--- src/rtl/atac_pkg.sv ---
// ----------------------------------------------------------------------------
// atac_pkg: shared definitions for the allocation table access checker
// Table depths, address masking, operation and status codes, and the
// control and status structs passed between the top level and its cells.
// ----------------------------------------------------------------------------
package atac_pkg;

    localparam int LIVE_ENTRIES  = 16;
    localparam int FREED_ENTRIES = 16;
    localparam int ADDR_BITS     = 32;

    // Fixed widths of the payload fields.
    localparam int FUNC_W   = 2;
    localparam int DATA_W   = 32;
    localparam int STATUS_W = 3;

    // Only the low ADDR_BITS bits of an address take part.
    localparam logic [DATA_W-1:0] ADDR_MASK = (ADDR_BITS >= DATA_W) ? {DATA_W{1'b1}} :
        DATA_W'((64'd1 << ADDR_BITS) - 64'd1);

    localparam logic [FUNC_W-1:0] FN_ALLOC = 2'd0;
    localparam logic [FUNC_W-1:0] FN_FREE  = 2'd1;
    localparam logic [FUNC_W-1:0] FN_CHECK = 2'd2;

    localparam logic [STATUS_W-1:0] ST_DONE      = 3'd0;
    localparam logic [STATUS_W-1:0] ST_VALID     = 3'd1;
    localparam logic [STATUS_W-1:0] ST_FREED     = 3'd2;
    localparam logic [STATUS_W-1:0] ST_UNINIT    = 3'd3;
    localparam logic [STATUS_W-1:0] ST_FULL      = 3'd4;
    localparam logic [STATUS_W-1:0] ST_UNMATCHED = 3'd5;

    // Commands broadcast to every cell of one table.
    typedef struct packed {
        logic              append;  // tail cell takes wbase / wlen
        logic              shift;   // cells at or after the first match move up
        logic [DATA_W-1:0] addr;    // address under test
        logic [DATA_W-1:0] len;     // access length under test
        logic [DATA_W-1:0] wbase;   // entry to append
        logic [DATA_W-1:0] wlen;
    } t_cell_ctl;

    // What one cell shows its neighbors and the top level.
    typedef struct packed {
        logic              valid;
        logic [DATA_W-1:0] base;
        logic [DATA_W-1:0] len;
        logic              contain;  // access window lies inside this entry
        logic              hit;      // a base match at this cell or an older one
        logic [DATA_W-1:0] sel_base; // entry data when this is the first match, else zero
        logic [DATA_W-1:0] sel_len;
    } t_cell_out;

endpackage

--- src/rtl/atac_cell.sv ---
// ----------------------------------------------------------------------------
// atac_cell: one entry of an ordered allocation table
// Holds a block base and length, tests the current access against it, and
// appends or takes its younger neighbor's entry on command.
// ----------------------------------------------------------------------------
module atac_cell (
    input  logic                  i_clk,
    input  logic                  i_rst_n,
    input  atac_pkg::t_cell_ctl   i_ctl,
    input  logic                  i_prev_valid,
    input  logic                  i_hit_in,
    input  atac_pkg::t_cell_out   i_next,
    output atac_pkg::t_cell_out   o_cell
);
    import atac_pkg::*;

    logic              r_valid;
    logic [DATA_W-1:0] r_base;
    logic [DATA_W-1:0] r_len;

    logic tail;
    logic match;
    logic first;
    logic hit_out;
    logic contain;

    // The first empty cell after a filled one is the append position.
    assign tail    = i_prev_valid & ~r_valid;
    assign match   = r_valid & (r_base == i_ctl.addr);
    assign hit_out = i_hit_in | match;
    assign first   = match & ~i_hit_in;

    // Exact containment without overflow: base <= addr, len <= block length
    // and the offset fits in the slack.
    assign contain = r_valid & (i_ctl.addr >= r_base) & (i_ctl.len <= r_len) &
                     ((i_ctl.addr - r_base) <= (r_len - i_ctl.len));

    always_ff @(posedge i_clk) begin
        if (!i_rst_n) begin
            r_valid <= 1'b0;
        end else if (i_ctl.shift && hit_out) begin
            r_valid <= i_next.valid;
            r_base  <= i_next.base;
            r_len   <= i_next.len;
        end else if (i_ctl.append && tail) begin
            r_valid <= 1'b1;
            r_base  <= i_ctl.wbase;
            r_len   <= i_ctl.wlen;
        end
    end

    always_comb begin
        o_cell.valid    = r_valid;
        o_cell.base     = r_base;
        o_cell.len      = r_len;
        o_cell.contain  = contain;
        o_cell.hit      = hit_out;
        o_cell.sel_base = first ? r_base : '0;
        o_cell.sel_len  = first ? r_len : '0;
    end

endmodule

--- config.mk ---
export PLATFORM = sky130hd
export DESIGN_NAME = atac_cell
export DESIGN_NICKNAME = d
export VERILOG_FILES = /design/src/rtl/atac_pkg.sv /design/src/rtl/atac_cell.sv
export SDC_FILE = /design/constraint.sdc
export NUM_CORES = 1
export LEC_CHECK = 0
export ABC_AREA = 1
export BUFFER_PORTS_ARGS = -buffer_cell sky130_fd_sc_hd__clkbuf_2
export CELL_PAD_IN_SITES_DETAIL_PLACEMENT = 0
export CELL_PAD_IN_SITES_GLOBAL_PLACEMENT = 1
export CORE_MARGIN = 3
export CORE_UTILIZATION = 29
export DETAILED_ROUTE_END_ITERATION = 8
export MAX_ROUTING_LAYER = met4
export PLACE_DENSITY_LB_ADDON = 0.1
export SYNTH_ARGS = -nofsm -noshare
export SYNTH_HDL_FRONTEND = slang
export SYNTH_SLANG_ARGS = --single-unit
--- constraint.sdc ---
create_clock -name i_clk -period 5.7 [get_ports i_clk]
set_clock_uncertainty 0.1 [all_clocks]
set_input_delay 1.14 -clock i_clk [delete_from_list [all_inputs] [get_ports i_clk]]
set_output_delay 1.14 -clock i_clk [all_outputs]
set_load 0.005 [all_outputs]
[After elaboration in Yosys (flattened, before gate mapping)]
Cells that the tools add are included.
Word-level totals
  memories: 0
  bits in latches: 0
  word-level logic and storage cells: 30
  RAM bits: 0
  input port bits: 265
  memory bits (read-only): 0
  register bits: 65
  output and inout bits: 131
Operators by class
  $lt $le $gt $ge: 3
  bitwise logic cells: 9
  mux-type cells: 8
  reduce and logical (&&, ||, !) cells: 4
  multipliers: 0
  shift-type cells: 0
  divide/modulo/power cells: 0
  equality and inequality tests: 1
  add/sub/neg operators: 2
Operators with widths (number)
  $mux 32: 6
  $le 32x32->1: 2
  $sub 32x32->32: 2
  $eq 32x32->1: 1
  $ge 32x32->1: 1
  $and 1x1->1: 6
  $logic_and 1x1->1: 2
  $mux 1: 2
  $not 1->1: 2
  $reduce_and 2->1: 1
  $reduce_bool 2->1: 1
  $or 1x1->1: 1

[Depth between registers and ports, before layout]
  depth in word-level cells: 6
  depth in mapped cells: 24
  gate-level depth less buffers: 23

[Worst setup path before layout]
Ideal clock, no wire load.
  kind: input-to-reg
  from: in i_ctl[121] (netlist name)
  to: reg r_base[0] (enable)
  path slack: -177 ps
  path buffers: 1
  cell stages on the path: 10
  arrival time: 5275 ps
  cell sequence: ha_1 -> nand2_1 -> nor2_1 -> nand2_1 -> nor2_4 -> nand3_1 -> nand2_2 -> nand2_2 -> buf_6 -> a21boi_1
Between the ends
  cells in the longest elaborated chain, start to end: 6
Ends and longest elaborated chain
  from (decl): line atac_cell.sv:9  | input atac_pkg::t_cell_ctl i_ctl,
  $eq 32x32->1: line atac_cell.sv:29  | assign match = r_valid & (r_base == i_ctl.addr);
  $and 1x1->1: line atac_cell.sv:29
  $or 1x1->1: line atac_cell.sv:30  | assign hit_out = i_hit_in | match;
  $logic_and 1x1->1: line atac_cell.sv:41  | end else if (i_ctl.shift && hit_out) begin
  $reduce_bool 2->1 (no source line)
  $reduce_and 2->1 (no source line)
  to (signal assigned): line atac_cell.sv:43  | r_base <= i_next.base;
  to (signal assigned): line atac_cell.sv:47  | r_base <= i_ctl.wbase;
  to (decl): line atac_cell.sv:18  | logic [DATA_W-1:0] r_base;
No other way between the ends.
A chain may end at the register's enable or synchronous reset.

==> results.md <==
* Status: finished clean
* # port buffers at 329
* Antenna violations before repair at 2
* Final HPWL DP at 24.8 mm
* Synth-to-layout area growth at 28.3%
* Final net count at 2000
* Crit path max fanout at 3
* CTS Root Cell: clkbuf_16
* Yosys cell types at 31
* Req. time, crit path at 4460 ps
* Synth cell count leaders: nand2_1, inv_1, nor2_1, nand3_1, ha_1
* Starting Density at 0.297
* Syn Inst Count at 1317
* Pre-CTS setup slack at 201 ps
* Cell count of the worst reg-to-reg path at 11
* Cts bufs inserted at 9
* # rows at 61
* Clock slew at reported path FFs at 60 ps
* Worst Setup End Kind: primary output
* GR Util All Layers at 0.199
* Power Total at 1970 uW
* Ys flop type: edfxtp_1
* Hold depth at 2
* Synthesized area at 8290 um^2
* Hold Buf Count CTS at 0
* RD Place Congestion at 0.869
* First-pass GRT wire length at 46.6 mm
* Simple-gate portion of the synthesized area at 0.375
* Power per cell area at 185 nW/um^2
* Adder-Cell Fraction of Synth Area at 0.150
* Seq/Total Area, Yosys at 0.234
* VDD IR max at 0.000131 V
* Largest family of logic cells by synthesized area: simple AND/OR/NAND/NOR gates
* Post-synthesis xor/xnor area fraction at 0.0402
* Via density at 4.55
* Reg2reg start: r_base[25]
* Vias at 9194
* Crit. Startpoint: i_ctl[96]
* RSZ-0062 raised after global routing: false
* Yosys Warn Count at 0
* Worst setup endpoint: o_cell[65]
* Ranking of synthesized cells by area: edfxtp_1, nand2_1, ha_1
* Vias in the first global route at 8785
* Fin crit period at 5450 ps
* Dpl cell area at 10300 um^2
* CTS tree: done
* # clock sinks at 65
* Max_cap viols at 0
* EDFF count, synth at 64
* Total core area at 27900 um^2
* Maximum root-to-sink buffer count at 2
* GRT overflow at 0
* Die area at 30600 um^2
* Avg Inst Size Synth at 6.29 um^2
* Relative slew slack at 0.442
* Area leader, netlist: edfxtp_1
* TNS Setup at 0 ps
* Pin count of the biggest net entering global routing at 67
* Max-slew violations at 0
* FF-to-FF End: r_len[0]
* Count leader, synth: nand2_1
* Fin worst setup slack at 251 ps
* Fin area at 10600 um^2
* # IOs at 396
* Worst slew pin tran at 838 ps
* Leak at 0.00604 uW
* Critical Path AT at 4210 ps
* Setup Buffers After CTS at 0
* Final core occ at 0.380
* Post-route ant nets at 0
* DR pass1 iterations at 5
* Post-synthesis mux area share at 0
* Worst skew pair latency at 340 ps
* Fin crit share at 0.956
* Synth Area in Compound Gates at 0.0957
* Die height at 175 um
* WS Path Type: in -> out
* Highest clock rate at 0.184 GHz
* Initial DRC count at 473
* Seq cells post-synth at 65
* Net Count, Synth at 1680
* Die Wd at 175 um
* Post-synth ARST share at 0
* DRC viols at 0
* Setup Viol. Count Final at 0
* # H-tree levels at 3
* Final WL at 30.1 mm
* R2r setup slk at 2260 ps
* Synth top area share at 0.232
* Share of cells above drive strength 1 at 0.222
* Routed len/inst at 14.9 um
* Min-delay worst type: reg -> reg
* CP Launch Type: input pin
* Final Hold Viols at 0
## how the worst min path moves through the flow
stage / startpoint / to / slack [ps]
floorplan: r_valid / r_valid / 420
global placement: r_valid / r_valid / 530
detailed placement: r_valid / r_valid / 540
CTS: r_valid / r_valid / 550
global route: r_valid / r_valid / 600
finish: r_valid / r_valid / 540
## kinds of logic (layout without fill, tap and decap cells)
logic type      count (synthesis)  in the layout
compound gates                146            146
xor+xnor                       38             38
fa+ha+maj                      98             98
buf+inv                       215            539
flops                          65             65
other cells                     0              2
simple gates                  755            755
## routing by layer
layer,part of all wire,track usage,vias to the layer above,routed length [um]
li1,-,-,4870,-
met1,0.47,0.258,4112,14100
met2,0.49,0.337,201,14600
met3,0.039,0.0256,11,1170
met4,0.0074,0.0319,0,222
met5,0,-,-,0
## worst max-delay path, stage by stage
cell	delay [ps]
clkbuf_2	80
inv_1	40
ha_1	230
fa_1	420
inv_1	70
nand3_1	60
nand2_1	130
nand2_1	70
nand2_1	80
nand3_1	90
nand2_1	200
nand2_1	110
nand3_1	100
nand2_1	80
ha_1	280
nand2_1	60
nor2_1	180
and2_1	190
inv_1	50
nor2_1	110
and3b_1	160
a21oi_1	40
nor2_1	100
clkbuf_2	150
## through the flow
stage / hold slack [ps] / cells
finish: 539 / 2021
CTS: 546 / 2019
global placement: 526 / 2004
detailed placement: 540 / 2004
floorplan: 421 / 1317
global route: 601 / 2021
## cell type report
type | instances | area [um^2]
Antenna cell | 2 | 5.00
Clock buffer | 9 | 225
Clock inverter | 6 | 50.0
Fill cell | 3257 | 17300
Inverter | 185 | 694
Multi-Input combinational cell | 1037 | 5510
Sequential cell | 65 | 1940
Tap cell | 378 | 473
Timing Repair Buffer | 339 | 1730
## sequential cells by signal, summed over array words and instances, names as in the netlist
register / flops
r_base: 32
r_len: 32
r_valid: 1
## report_power, final
group          total (uW)  switching [uW]  internal, uW
registers             579            18.9           561
clock network         560             230           330
logic                 828             498           330
total                1970             747          1220
## cell usage in the layout, fill, tap and decap left out, types with 3 or more instances in the layout
cell type	synthesis	layout
edfxtp_1	64	64
clkbuf_2	0	328
clkbuf_16	0	9
inv_1	185	185
nor3_1	8	8
nand3_1	106	105
nand3b_1	13	13
buf_4	9	9
ha_1	96	96
clkinv_1	0	4
o21a_1	10	10
xor2_1	23	23
a21o_1	5	5
nor2_4	3	3
nand2_1	439	438
nand2_2	4	5
xnor2_1	15	15
nor2_2	2	3
nor2_1	167	166
o21ai_0	31	29
a21oi_1	90	90
o21bai_1	7	6
nand4_1	7	7
## repair_timing
item                                   CTS  global route
setup endpoints to repair                0             1
gates resized for setup                  0             6
endpoints found under the hold margin    0             0
Note: power is estimated with default switching activity, not from simulation.
